## src/hw/rtl/gf2tv_pkg.sv

```systemverilog
`default_nettype none
// ----------------------------------------------------------------------------
// gf2tv_pkg
// Shared types and constants for the GF(2) transvection engine: operation
// and status codes, controller states and the controller-to-datapath command.
// ----------------------------------------------------------------------------
package gf2tv_pkg;

	localparam int DATA_W      = 32;
	localparam int IDX_W       = 5;
	localparam int OP_W        = 3;
	localparam int SIZE_W      = 6;
	localparam int STAT_W      = 2;
	// active size after clamping, wide enough for the largest dimension
	localparam int N_W         = 7;
	localparam int MAX_DIM_DEF = 32;

	localparam logic [SIZE_W-1:0] SIZE_RESET = 6'd32;

	typedef enum logic [OP_W-1:0] {
		OP_WR_ROW   = 3'd0,
		OP_RD_ROW   = 3'd1,
		OP_LEFT     = 3'd2,
		OP_RIGHT    = 3'd3,
		OP_WR_VEC   = 3'd4,
		OP_VEC_MULT = 3'd5,
		OP_RD_VEC   = 3'd6
	} op_t;

	typedef enum logic [STAT_W-1:0] {
		STAT_OK      = 2'd0,
		STAT_BAD_TV  = 2'd1,
		STAT_BAD_ROW = 2'd2
	} stat_t;

	typedef enum logic [1:0] {
		S_IDLE,
		S_FETCH,
		S_EXEC,
		S_OUT
	} state_t;

	typedef struct packed {
		logic load;
		logic fetch;
		logic exec;
	} cmd_t;

endpackage
`default_nettype wire

```

## src/hw/rtl/gf2tv_ctrl.sv

```systemverilog
`default_nettype none
// ----------------------------------------------------------------------------
// gf2tv_ctrl
// Sequencer: takes one item, fetches the operand row, executes the
// operation and holds the result until the output transfer.
// ----------------------------------------------------------------------------
module gf2tv_ctrl (
	input  wire logic              clk,
	input  wire logic              arst_n,
	input  wire logic              in_valid,
	output logic                   in_stall,
	output logic                   out_valid,
	input  wire logic              out_stall,
	output gf2tv_pkg::cmd_t        cmd
);

	gf2tv_pkg::state_t state_q;
	gf2tv_pkg::state_t state_nxt;

	always_ff @(posedge clk or negedge arst_n) begin
		if (!arst_n) begin
			state_q <= gf2tv_pkg::S_IDLE;
		end else begin
			state_q <= state_nxt;
		end
	end

	always_comb begin
		state_nxt = state_q;
		case (state_q)
			gf2tv_pkg::S_IDLE: begin
				if (in_valid) begin
					state_nxt = gf2tv_pkg::S_FETCH;
				end
			end
			gf2tv_pkg::S_FETCH: begin
				state_nxt = gf2tv_pkg::S_EXEC;
			end
			gf2tv_pkg::S_EXEC: begin
				state_nxt = gf2tv_pkg::S_OUT;
			end
			gf2tv_pkg::S_OUT: begin
				if (!out_stall) begin
					state_nxt = gf2tv_pkg::S_IDLE;
				end
			end
			default: begin
				state_nxt = gf2tv_pkg::S_IDLE;
			end
		endcase
	end

	always_comb begin
		in_stall  = 1'b1;
		out_valid = 1'b0;
		cmd       = '0;
		case (state_q)
			gf2tv_pkg::S_IDLE: begin
				in_stall = 1'b0;
				cmd.load = in_valid;
			end
			gf2tv_pkg::S_FETCH: begin
				cmd.fetch = 1'b1;
			end
			gf2tv_pkg::S_EXEC: begin
				cmd.exec = 1'b1;
			end
			gf2tv_pkg::S_OUT: begin
				out_valid = 1'b1;
			end
			default: begin
				in_stall = 1'b1;
			end
		endcase
	end

endmodule
`default_nettype wire

```

## config.mk

```make
export PLATFORM = sky130hd
export DESIGN_NAME = gf2tv_ctrl
export DESIGN_NICKNAME = d
export VERILOG_FILES = /design/src/hw/rtl/gf2tv_pkg.sv /design/src/hw/rtl/gf2tv_ctrl.sv
export SDC_FILE = /design/constraint.sdc
export NUM_CORES = 1
export LEC_CHECK = 0
export ABC_AREA = 1
export ABC_CLOCK_PERIOD_IN_PS = 960
export BUFFER_PORTS_ARGS = -buffer_cell sky130_fd_sc_hd__buf_4
export CORE_AREA = 2 2 39 41
export CTS_CLUSTER_SIZE = 28
export DETAILED_ROUTE_END_ITERATION = 10
export DIE_AREA = 0 0 41 43
export PLACE_DENSITY = 0.34
export SLEW_MARGIN = 15
export SYNTH_ARGS = -nofsm -noshare
export SYNTH_HDL_FRONTEND = slang
export SYNTH_SLANG_ARGS = --single-unit
```

## constraint.sdc

```tcl
create_clock -name clk -period 0.96 [get_ports clk]
set_input_delay 0.192 -clock clk [delete_from_list [all_inputs] [get_ports clk]]
set_output_delay 0.192 -clock clk [all_outputs]
set_load 0.005 [all_outputs]
```

---- Yosys cells after proc, flatten, opt, wreduce, memory -nomap -nowiden ----
Index checks and enable logic that the tools add are counted.
cells by class
  multiplexer cells ....................... 8
  reduce and logical (&&, ||, !) cells .... 2
  equality and inequality tests ........... 5
operator list
  cell                                                             number
  2-bit case mux with 4 select lines                               1
  1-bit 2-to-1 mux                                                 5
  2-bit == test, second input constant                             2
  2-bit 2-to-1 mux                                                 2
  2-bit inequality test, second input constant                     2
  2-bit by 1-bit == test with 1-bit output, second input constant  1
  2-bit logical NOT                                                1
  2-bit AND reduction                                              1
word-level totals
  logic and storage cells ................. 16
  register bits ........................... 2
  output and inout port bits .............. 5
  bits of input ports ..................... 4

---- Longest topological paths before layout ----
Gate-level depths: netlist of the first run.
  word-level depth ........................ 3
  mapped depth ............................ 6
  gate-level depth less buffers ........... 6

---- Worst setup path after synthesis of the first run ----
Ideal clock, no wire load.
  path kind ............................... register to register
  start point ............................. register state_q[0]
  end point ............................... register state_q[0]
  setup time .............................. 0.117 ns
  data required time ...................... 0.843 ns
  buffers on the path ..................... 0
  period minus slack after synthesis ...... 1.002 ns
  stages on the path, launching flop included .. 7
  arrival ................................. 0.885 ns
  setup slack ............................. -0.042 ns
  path through ............................ dfrtp_1 inv_1 ha_1 nand2_2 nand2_2 nand2_1 nand2_1
on the way
  word-level cells in the longest chain between the ends .. 3
  elaborated cells between the ends (all ways) .. 8
  those cells by class .................... eq/ne (5); mux (1); reduce/logical (2)
ends and longest elaborated chain
  what                                                       RTL line          RTL
  from (decl)                                                gf2tv_ctrl.sv:17  gf2tv_pkg::state_t state_q;
  from (signal assigned)                                     gf2tv_ctrl.sv:22  state_q <= gf2tv_pkg::S_IDLE;
  from (signal assigned)                                     gf2tv_ctrl.sv:24  state_q <= state_nxt;
  2-bit == test / 2-bit logical NOT (equally long branches)  gf2tv_ctrl.sv:30  case (state_q)
  2-bit inequality test (no source line)                     n/a
  2-bit AND reduction (no source line)                       n/a
Parallel ways exist; a longest one is shown, timed or not.
A chain may end at the register's enable or synchronous reset.

==> summary.md, run 1 <==
| Metric | Value |
|---|---|
| PwrDens | 3150 nW/um^2 |
| Critical Path End Type | output port |
| Reg2reg path depth | 7 |
| Multi-input logic area | 154 um^2 |
| Switching Share | 38.4% |
| Total Wirelength | 428 um |
| DRT iter0 DRCs | 2 |
| Outcome | finished with violations |
| Fin crit period | 1.25 ns |
| Max Fclk | 800 MHz |
| DR WL/cell | 7.38 um |
| Area leader, netlist | ha_1 |
| Post-synthesis sequential area ratio | 26.3% |
| Max cap viols | 0 |
| DP HPWL | 285 um |
| Grt ovf | 0 |
| Count of state elements after synthesis | 2 |
| Die width | 41 um |
| Skew-Pair Late Insertion Delay | 0.22 ns |
| CP Max Fanout | 4 |
| Psw | 483 uW |
| VDD IR max | 1.22 mV |
| Clock Tree Buf Depth | 2 |
| Worst-margin pin slew | 0.154 ns |
| # port buffers | 8 |
| Storage element area | 51.3 um^2 |
| Hold Fails Final Rpt | 0 |
| Cell Count, Final, Fillers Out | 58 |
| Clock Power Share | 14.7% |
| Nets | 53 |
| Fraction of layout cells with a size suffix above 1 | 64.3% |
| I/O pin total | 9 |
| Synth Area in Simple Gates | 27.0% |
| Synth Instances | 25 |
| Clk_skew | 0.000525 ns |
| Violated checks | negative setup slack |
| Vias in the first global route | 197 |
| Synth cell types | 6 |
| Largest family of logic cells by synthesized area | adder cells |
| Worst path slowest cell | dfrtp_2 |
| Synth top area share | 32.9% |
| CP peak stage delay | 0.44 ns |
| Max reg flops | 2 |
| Area grow syn2layout | 110% |
| Worst Setup SP | state_q[0] |
| CP Depth | 5 |
| Register with the most flip-flops | state_q |
| Area contributors post-synth | ha_1, dfrtp_1, inv_1, nand2_1, nand2_2 |
| Initial antenna violation count | 0 |
| Filler Cell Count | 148 |
| Die H | 43 um |
| Post-Place Worst Slack | -0.118 ns |
| CTS Sinks | 2 |
| Placed cell count | 49 |
| R2R setup slack | -0.19 ns |
| Worst Path Arrival | 1.06 ns |
| RD Place Congestion | 0.718 |
| DIE AREA | 1760 um^2 |
| Clk root buf | clkbuf_4 |
| Antenna-violating nets left | 0 |
| CP required | 0.77 ns |
| YS warnings | 0 |
| Hold slack | 0.282 ns |
| First-pass GRT wire length | 752 um |
| R2R Path Start | state_q[1] |
| Total CTS buffers | 3 |
| Worst r2r dst | state_q[0] |
| Unrepaired setup endpoints after global routing | yes |
| Final worst setup slack | -0.291 ns |
| Synth Net Count | 34 |
| Pre-antenna DRT Iters | 2 |
| Xor/xnor share of the synthesized area | 0% |
| Slew Limit Fails | 0 |
| CTS clk-pin slew, worst paths | 0.03 ns |
| Antenna diodes | 0 |
| Leak pwr | 0.000221 uW |
| CP bufs+invs | 3 |
| Crit Path Class | reg2out |
| Final Setup Violations | 7 |
| Std cell rows | 14 |
| Compound-Gate Fraction of Synth Area | 0% |
| Routed vias | 199 |
| Critical-path cell list | inv_4, ha_4, nand2_2, inv_2, buf_6 |
| Syn Area/Cell | 7.61 um^2 |
| Critical Path Source Type | flop |
| Drt drc | 0 |
| Comb power frac | 68.9% |
| Mapped Area | 190 um^2 |
| CTS H-tree lvls | 1 |
| Largest net degree at the start of global routing | 5 |
| Initial core utilization | 13.7% |
| Rel. slew slack | 89.8% |
| Period utilisation layout | 130% |
| Internal power | 773 uW |
| Worst min path class | in2reg |
| Worst setup path endpoint | cmd[2] |
| Core area | 1380 um^2 |
| Largest registers | state_q x2 |
| Gr usage total | 6.73% |
| CP delay by family, top | flip-flops |
| Seq pwr share | 16.4% |
| Adder-Cell Fraction of Synth Area | 32.9% |
| CTS tree | done |
| Mux cell area share after synthesis | 0% |
| Vias/cell | 3.43 |
==> cell usage in the layout (no fill, tap or decap) <==
cell type,n
buf_4,9
buf_6,4
clkbuf_4,3
dfrtp_1,1
dfrtp_2,1
dlygate4sd3_1,1
ha_1,2
ha_2,1
ha_4,2
inv_1,4
inv_2,2
inv_4,1
nand2_1,5
nand2_2,2
nand2_4,2
nand3_1,2
==> repair_timing <==
action,4_1_cts,5_1_grt
setup buffers,5,0
gates resized for setup,7,6
hold endpoints to repair,2,0
pin swaps,5,4
setup endpoints to repair,7,7
hold buffers,1,0
==> worst register-to-register path: stages (launching register included) <==
cell,delay (ns)
dfrtp_1,0.41
buf_6,0.14
ha_4,0.16
buf_6,0.11
nand2_4,0.06
nand2_2,0.05
nand2_1,0.05
nand2_1,0.05
==> per-stage QoR <==
stage | power, uW | utilization (%) | instance area, um^2 | setup TNS (ns)
finish | 1260 | 28.8 | 399 | -1.71
global route | 1410 | 28.8 | 399 | -2.07
CTS | 1230 | 27.7 | 383 | -1.76
detailed placement | 737 | 19.9 | 275 | -0.382
global placement | 737 | 19.9 | 275 | -0.323
floorplan | 514 | - | 195 | -0.000183
==> routing by layer <==
metal	track usage, %	share of wire, %	vias up
met5	0	0	-
met4	8.00	2.6	0
met3	1.57	5.6	2
met2	8.75	49	8
met1	7.72	43	84
li1	-	-	105
==> cell usage after synthesis <==
cell type,count
nand2_2,3
ha_1,5
nand2_1,6
inv_1,7
dfrtp_1,2
nand3_1,2
==> layout make-up <==
cell class	instances	area share, %
flip-flops and latches	2	12.9
multi-input cells	16	38.6
well taps	16	5.02
inverters	7	7.21
clock buffers	3	5.64
repair buffers	14	30.7
==> power groups by stage <==
stage	clock [uW]	combinational (uW)	sequential [uW]
floorplan	0	335	179
global placement	0	550	187
detailed placement	0	547	190
CTS	198	831	197
global route	203	996	214
finish	184	865	206
==> kinds of logic (layout without fill, tap and decap cells) <==
group,Yosys count,after routing
buffers and inverters,7,24
adders and majority gates,5,5
DFF,2,2
and+or+nand+nor,11,11
==> worst min path at each step <==
stage / cells past startpoint / endpoint / start / slack [ns]
final: 4 / state_q[0] / out_stall / 0.28
after global routing: 2 / state_q[0] / arst_n / 0.28
after CTS: 2 / state_q[1] / arst_n / 0.28
after detailed placement: 1 / state_q[0] / arst_n / -0.02
after global placement: 1 / state_q[0] / arst_n / -0.02
after floorplan: 0 / state_q[0] / arst_n / -0.10
Power figures use the tool's default switching activity.
==> run 2, diff against run 1 <==
ABC_CLOCK_PERIOD_IN_PS = not set   (was 960)
CTS_BUF_LIST = sky130_fd_sc_hd__clkbuf_8   (was not set)
==> summary.md, run 2 (synthesized netlist as in run 1, its figures left out) <==
| Metric | Value |
|---|---|
| Outcome | finished with violations |
| Violated checks | negative setup slack |
| Grt ovf | 0 |
| Gr usage total | 7.03% |
| Commonest non-fill, non-tap cells in the layout | buf_4, nand2_1, inv_1, buf_6, clkbuf_8 |
| CTS H-tree lvls | 1 |
| Max reg flops | 2 |
| Die width | 41 um |
| Total Wirelength | 450 um |
| CTS Sinks | 2 |
| Worst-margin pin slew | 0.154 ns |
| Vias in the first global route | 200 |
| Final Setup Violations | 7 |
| Initial core utilization | 13.7% |
| Filler Cell Count | 148 |
| Clk_skew | 0.000220 ns |
| DRT iter0 DRCs | 2 |
| Worst path slowest cell | dfrtp_2 |
| Register with the most flip-flops | state_q |
| Nets | 53 |
| Vias/cell | 3.38 |
| Unrepaired setup endpoints after global routing | yes |
| Crit Path Class | reg2out |
| Placed Area | 275 um^2 |
| Drt drc | 0 |
| Total CTS buffers | 3 |
| Post-Place Worst Slack | -0.118 ns |
| Worst min path class | in2reg |
| Most common cell after layout, fill and taps aside | buf_4 |
| RD Place Congestion | 0.718 |
| Area grow syn2layout | 120% |
| Final Instance Area | 418 um^2 |
| R2R setup slack | -0.19 ns |
| Critical-path cell list | inv_4, ha_4, nand2_2, inv_2, buf_6 |
| Fin crit period | 1.24 ns |
| Critical Path Source Type | flop |
| Max cap viols | 0 |
| DP HPWL | 285 um |
| Clk root buf | clkbuf_8 |
| Total Neg Setup Slack | -1.65 ns |
| DIE AREA | 1760 um^2 |
| VDD IR max | 1.22 mV |
| Slew Limit Fails | 0 |
| Hold Path Sink | state_q[0] |
| Antenna diodes | 0 |
| Die H | 43 um |
| Fraction of layout cells with a size suffix above 1 | 64.3% |
| I/O pin total | 9 |
| Std cell rows | 14 |
| CP peak stage delay | 0.44 ns |
| Worst Path Arrival | 1.04 ns |
| CTS tree | done |
| Final worst setup slack | -0.277 ns |
| Hold Fails Final Rpt | 0 |
| First-pass GRT wire length | 786 um |
| Critical Path End Type | output port |
| Largest registers | state_q x2 |
| Largest net degree at the start of global routing | 5 |
| PwrDens | 3350 nW/um^2 |
| CTS clk-pin slew, worst paths | 0.03 ns |
| # port buffers | 8 |
| R2R Path Start | state_q[1] |
| Reg2reg path depth | 7 |
| Rel. slew slack | 89.7% |
| Worst r2r dst | state_q[0] |
| Routed vias | 196 |
| Period utilisation layout | 129% |
| Hold_sp | out_stall |
| Leak pwr | 0.000229 uW |
| Antenna-violating nets left | 0 |
| Pre-antenna DRT Iters | 2 |
| Initial antenna violation count | 0 |
| Clock Tree Buf Depth | 2 |
| CP required | 0.77 ns |
| Core area | 1380 um^2 |
| DR WL/cell | 7.76 um |
| Hold depth | 4 |
| Skew-Pair Late Insertion Delay | 0.21 ns |
| CP Max Fanout | 4 |
| Max Fclk | 808 MHz |
==> run 2: cell types whose count changed in the layout (fill, tap and decap cells not counted) <==
cell | before | now
clkbuf_4 | 3 | 0
clkbuf_8 | 0 | 3
==> run 2: worst max path at each step <==
stage	endpoint	cells past startpoint	slack [ns]	startpoint
after floorplan	state_q[1]	4	-0.0002	state_q[0]
after global placement	cmd[2]	5	-0.11	state_q[1]
after detailed placement	cmd[2]	5	-0.12	state_q[1]
after CTS	cmd[2]	5	-0.29	state_q[0]
after global routing	cmd[2]	5	-0.33	state_q[1]
final	cmd[2]	5	-0.28	state_q[0]
==> run 2: timing repair <==
action | 4_1_cts | 5_1_grt
hold endpoints to repair | 2 | 0
buffers inserted | 5 | 0
pin swaps | 5 | 4
endpoints found under the setup margin | 7 | 7
hold buffers | 1 | 0
resized for setup | 7 | 6
==> run 2: metal layers <==
metal  up-vias  GRT usage (%)  routed length (um)
met3         0           1.57                  22
met5         -              0                   0
met1        85           7.72                 190
met4         0           8.00                   0
met2         6           9.69                 236
li1        105              -                   -
==> run 2: final cells by class <==
| class | count | area, um^2 | share of cell area [%] |
|---|---|---|---|
| inverter | 7 | 28.8 | 6.89 |
| clock buffer | 3 | 41.3 | 9.88 |
| multi-input combinational | 16 | 154 | 36.8 |
| timing repair buffer | 14 | 123 | 29.3 |
| sequential | 2 | 51.3 | 12.3 |
| tap | 16 | 20.0 | 4.79 |
==> run 2: per-stage QoR <==
| step | power (uW) | util (%) | hold WS (ns) | std cells |
|---|---|---|---|---|
| 2_1_floorplan | 514 | - | -0.104 | 25 |
| 3_3_place_gp | 737 | 19.9 | -0.0239 | 49 |
| 3_5_place_dp | 737 | 19.9 | -0.0236 | 49 |
| 4_1_cts | 1370 | 29.0 | 0.296 | 58 |
| 5_1_grt | 1560 | 30.2 | 0.302 | 58 |
| 6_report | 1400 | 30.2 | 0.298 | 58 |
==> run 2: worst max-delay path: cells and delay by family (launching register included) <==
family | cells | cell delay [ns]
adder cells (fa/ha/maj) | 1 | 0.14
flip-flops | 1 | 0.44
buffers and inverters | 3 | 0.21
AND/OR/NAND/NOR | 1 | 0.05
==> run 2: power breakdown <==
group	switching, uW	internal [uW]
clock	60.1	265
combinational	369	498
sequential	70.6	137
==> run 3, diff against run 2 <==
==> constraint.sdc (replaced) <==
create_clock -name clk -period 0.96 [get_ports clk]
set_input_delay 0.288 -clock clk [delete_from_list [all_inputs] [get_ports clk]]
set_output_delay 0.288 -clock clk [all_outputs]
set_load 0.005 [all_outputs]
==> summary.md, run 3 (synthesized netlist as in run 1, its figures left out) <==
| Metric | Value |
|---|---|
| Pre-antenna DRT Iters | 1 |
| Max reg flops | 2 |
| DRT iter0 DRCs | 0 |
| Fraction of layout cells with a size suffix above 1 | 56.1% |
| Filler Cell Count | 155 |
| Critical-path cell list | inv_2, ha_4, nand2_1, inv_1, buf_4 |
| CP required | 0.67 ns |
| Critical Path Source Type | flop |
| Gr usage total | 5.33% |
| Post-layout util | 26.9% |
| CTS Sinks | 2 |
| Rel. slew slack | 89.1% |
| First-pass GRT wire length | 627 um |
| Initial core utilization | 13.7% |
| Die width | 41 um |
| Multi-input logic area | 134 um^2 |
| Antenna-violating nets left | 0 |
| Clk root buf | clkbuf_8 |
| CP Max Fanout | 4 |
| Vias/cell | 3.25 |
| Initial antenna violation count | 0 |
| Die H | 43 um |
| Hold Fails Final Rpt | 0 |
| Max cap viols | 0 |
| Leak pwr | 0.000215 uW |
| Period utilisation layout | 140% |
| Max Fclk | 743 MHz |
| VDD IR max | 1.45 mV |
| CP peak stage delay | 0.40 ns |
| Antenna diodes | 0 |
| CP delay by family, top | flip-flops |
| Core area | 1380 um^2 |
| Largest net degree at the start of global routing | 5 |
| Critical Path End Type | output port |
| Commonest non-fill, non-tap cells in the layout | buf_4, nand2_1, inv_1 |
| Worst path slowest cell | dfrtp_1 |
| Skew-Pair Late Insertion Delay | 0.21 ns |
| Clk_skew | 0.00132 ns |
| Register with the most flip-flops | state_q |
| CTS tree | done |
| Worst-margin pin slew | 0.164 ns |
| Worst Path Arrival | 1.06 ns |
| Largest registers | state_q x2 |
| Area grow syn2layout | 95.4% |
| PwrDens | 3300 nW/um^2 |
| Violated checks | negative setup slack |
| I/O pin total | 9 |
| DP HPWL | 301 um |
| Post-Place Worst Slack | -0.173 ns |
| Routed vias | 185 |
| # port buffers | 8 |
| Std cell rows | 14 |
| Outcome | finished with violations |
| Total Wirelength | 395 um |
| Final Setup Violations | 7 |
| Slew Limit Fails | 0 |
| Worst min path class | in2reg |
| Nets | 52 |
| CP bufs+invs | 3 |
| DR WL/cell | 6.93 um |
| RD Place Congestion | 0.679 |
| Crit Path Class | reg2out |
| Most common cell after layout, fill and taps aside | buf_4 |
| Total Neg Setup Slack | -2.14 ns |
| Total CTS buffers | 3 |
| Storage element area | 50.0 um^2 |
| CTS H-tree lvls | 1 |
| Grt ovf | 0 |
| Vias in the first global route | 167 |
| DIE AREA | 1760 um^2 |
| CTS clk-pin slew, worst paths | 0.03 ns |
| Final worst setup slack | -0.385 ns |
| Fin crit period | 1.35 ns |
| Drt drc | 0 |
| Unrepaired setup endpoints after global routing | yes |
| Clock Tree Buf Depth | 2 |
## run 3: path summary, 6_finish.rpt
path                            cells after the start    endpoint  slack (ns)  startpoint
worst max-delay path                                5      cmd[2]       -0.39  state_q[0]
worst min-delay path                                4  state_q[1]        0.40   out_stall
worst max register to register                      8  state_q[0]       -0.26  state_q[0]
worst min register to register                      2  state_q[1]        0.54  state_q[1]
max in group asynchronous                           2  state_q[0]        0.46      arst_n
min in group asynchronous                           2  state_q[1]        0.41      arst_n
## run 3: per-layer routing
layer  routed length (um)  vias to the layer above  part of all wire [%]  GRT usage, %
met5                    0                        -                     0             0
met1                  172                       78                    44          6.77
met4                    0                        0                     0          4.00
met2                  206                        4                    52          7.19
met3                   16                        0                   4.1          1.57
li1                     -                      103                     -             -
## run 3: final cells by class
class                   count  area share, %
repair buffers             13           26.9
flip-flops and latches      2           13.5
inverters                   7           7.07
clock buffers               3           11.1
well taps                  16           5.39
multi-input cells          16           36.0
## run 3: power by group
part	total [uW]	switching [uW]	leakage, uW	internal [uW]
combinational	714	314	0.000169	400
sequential	187	54.3	0.0000239	133
clock	326	61.0	0.0000216	265
total	1230	430	0.000215	798
## run 3: what timing repair did
item | 4_1_cts | 5_1_grt
endpoints found under the setup margin | 7 | 7
hold endpoints to repair | 2 | 0
pin swaps | 3 | 1
hold buffers | 1 | 0
resized for setup | 2 | 1
setup buffers | 3 | 0
## run 3: worst min-delay path: stages
cell	delay, ns
buf_4	0.08
nand2_2	0.06
nand3_1	0.08
nand2_1	0.05
## run 3: through the flow
stage / instances / cell area, um^2 / total power (uW) / hold WS, ns
finish: 57 / 372 / 1230 / 0.401
global route: 57 / 372 / 1350 / 0.422
CTS: 57 / 372 / 1240 / 0.393
detailed placement: 50 / 290 / 800 / 0.0718
global placement: 50 / 290 / 796 / 0.0696
floorplan: 25 / 203 / 546 / -0.00759
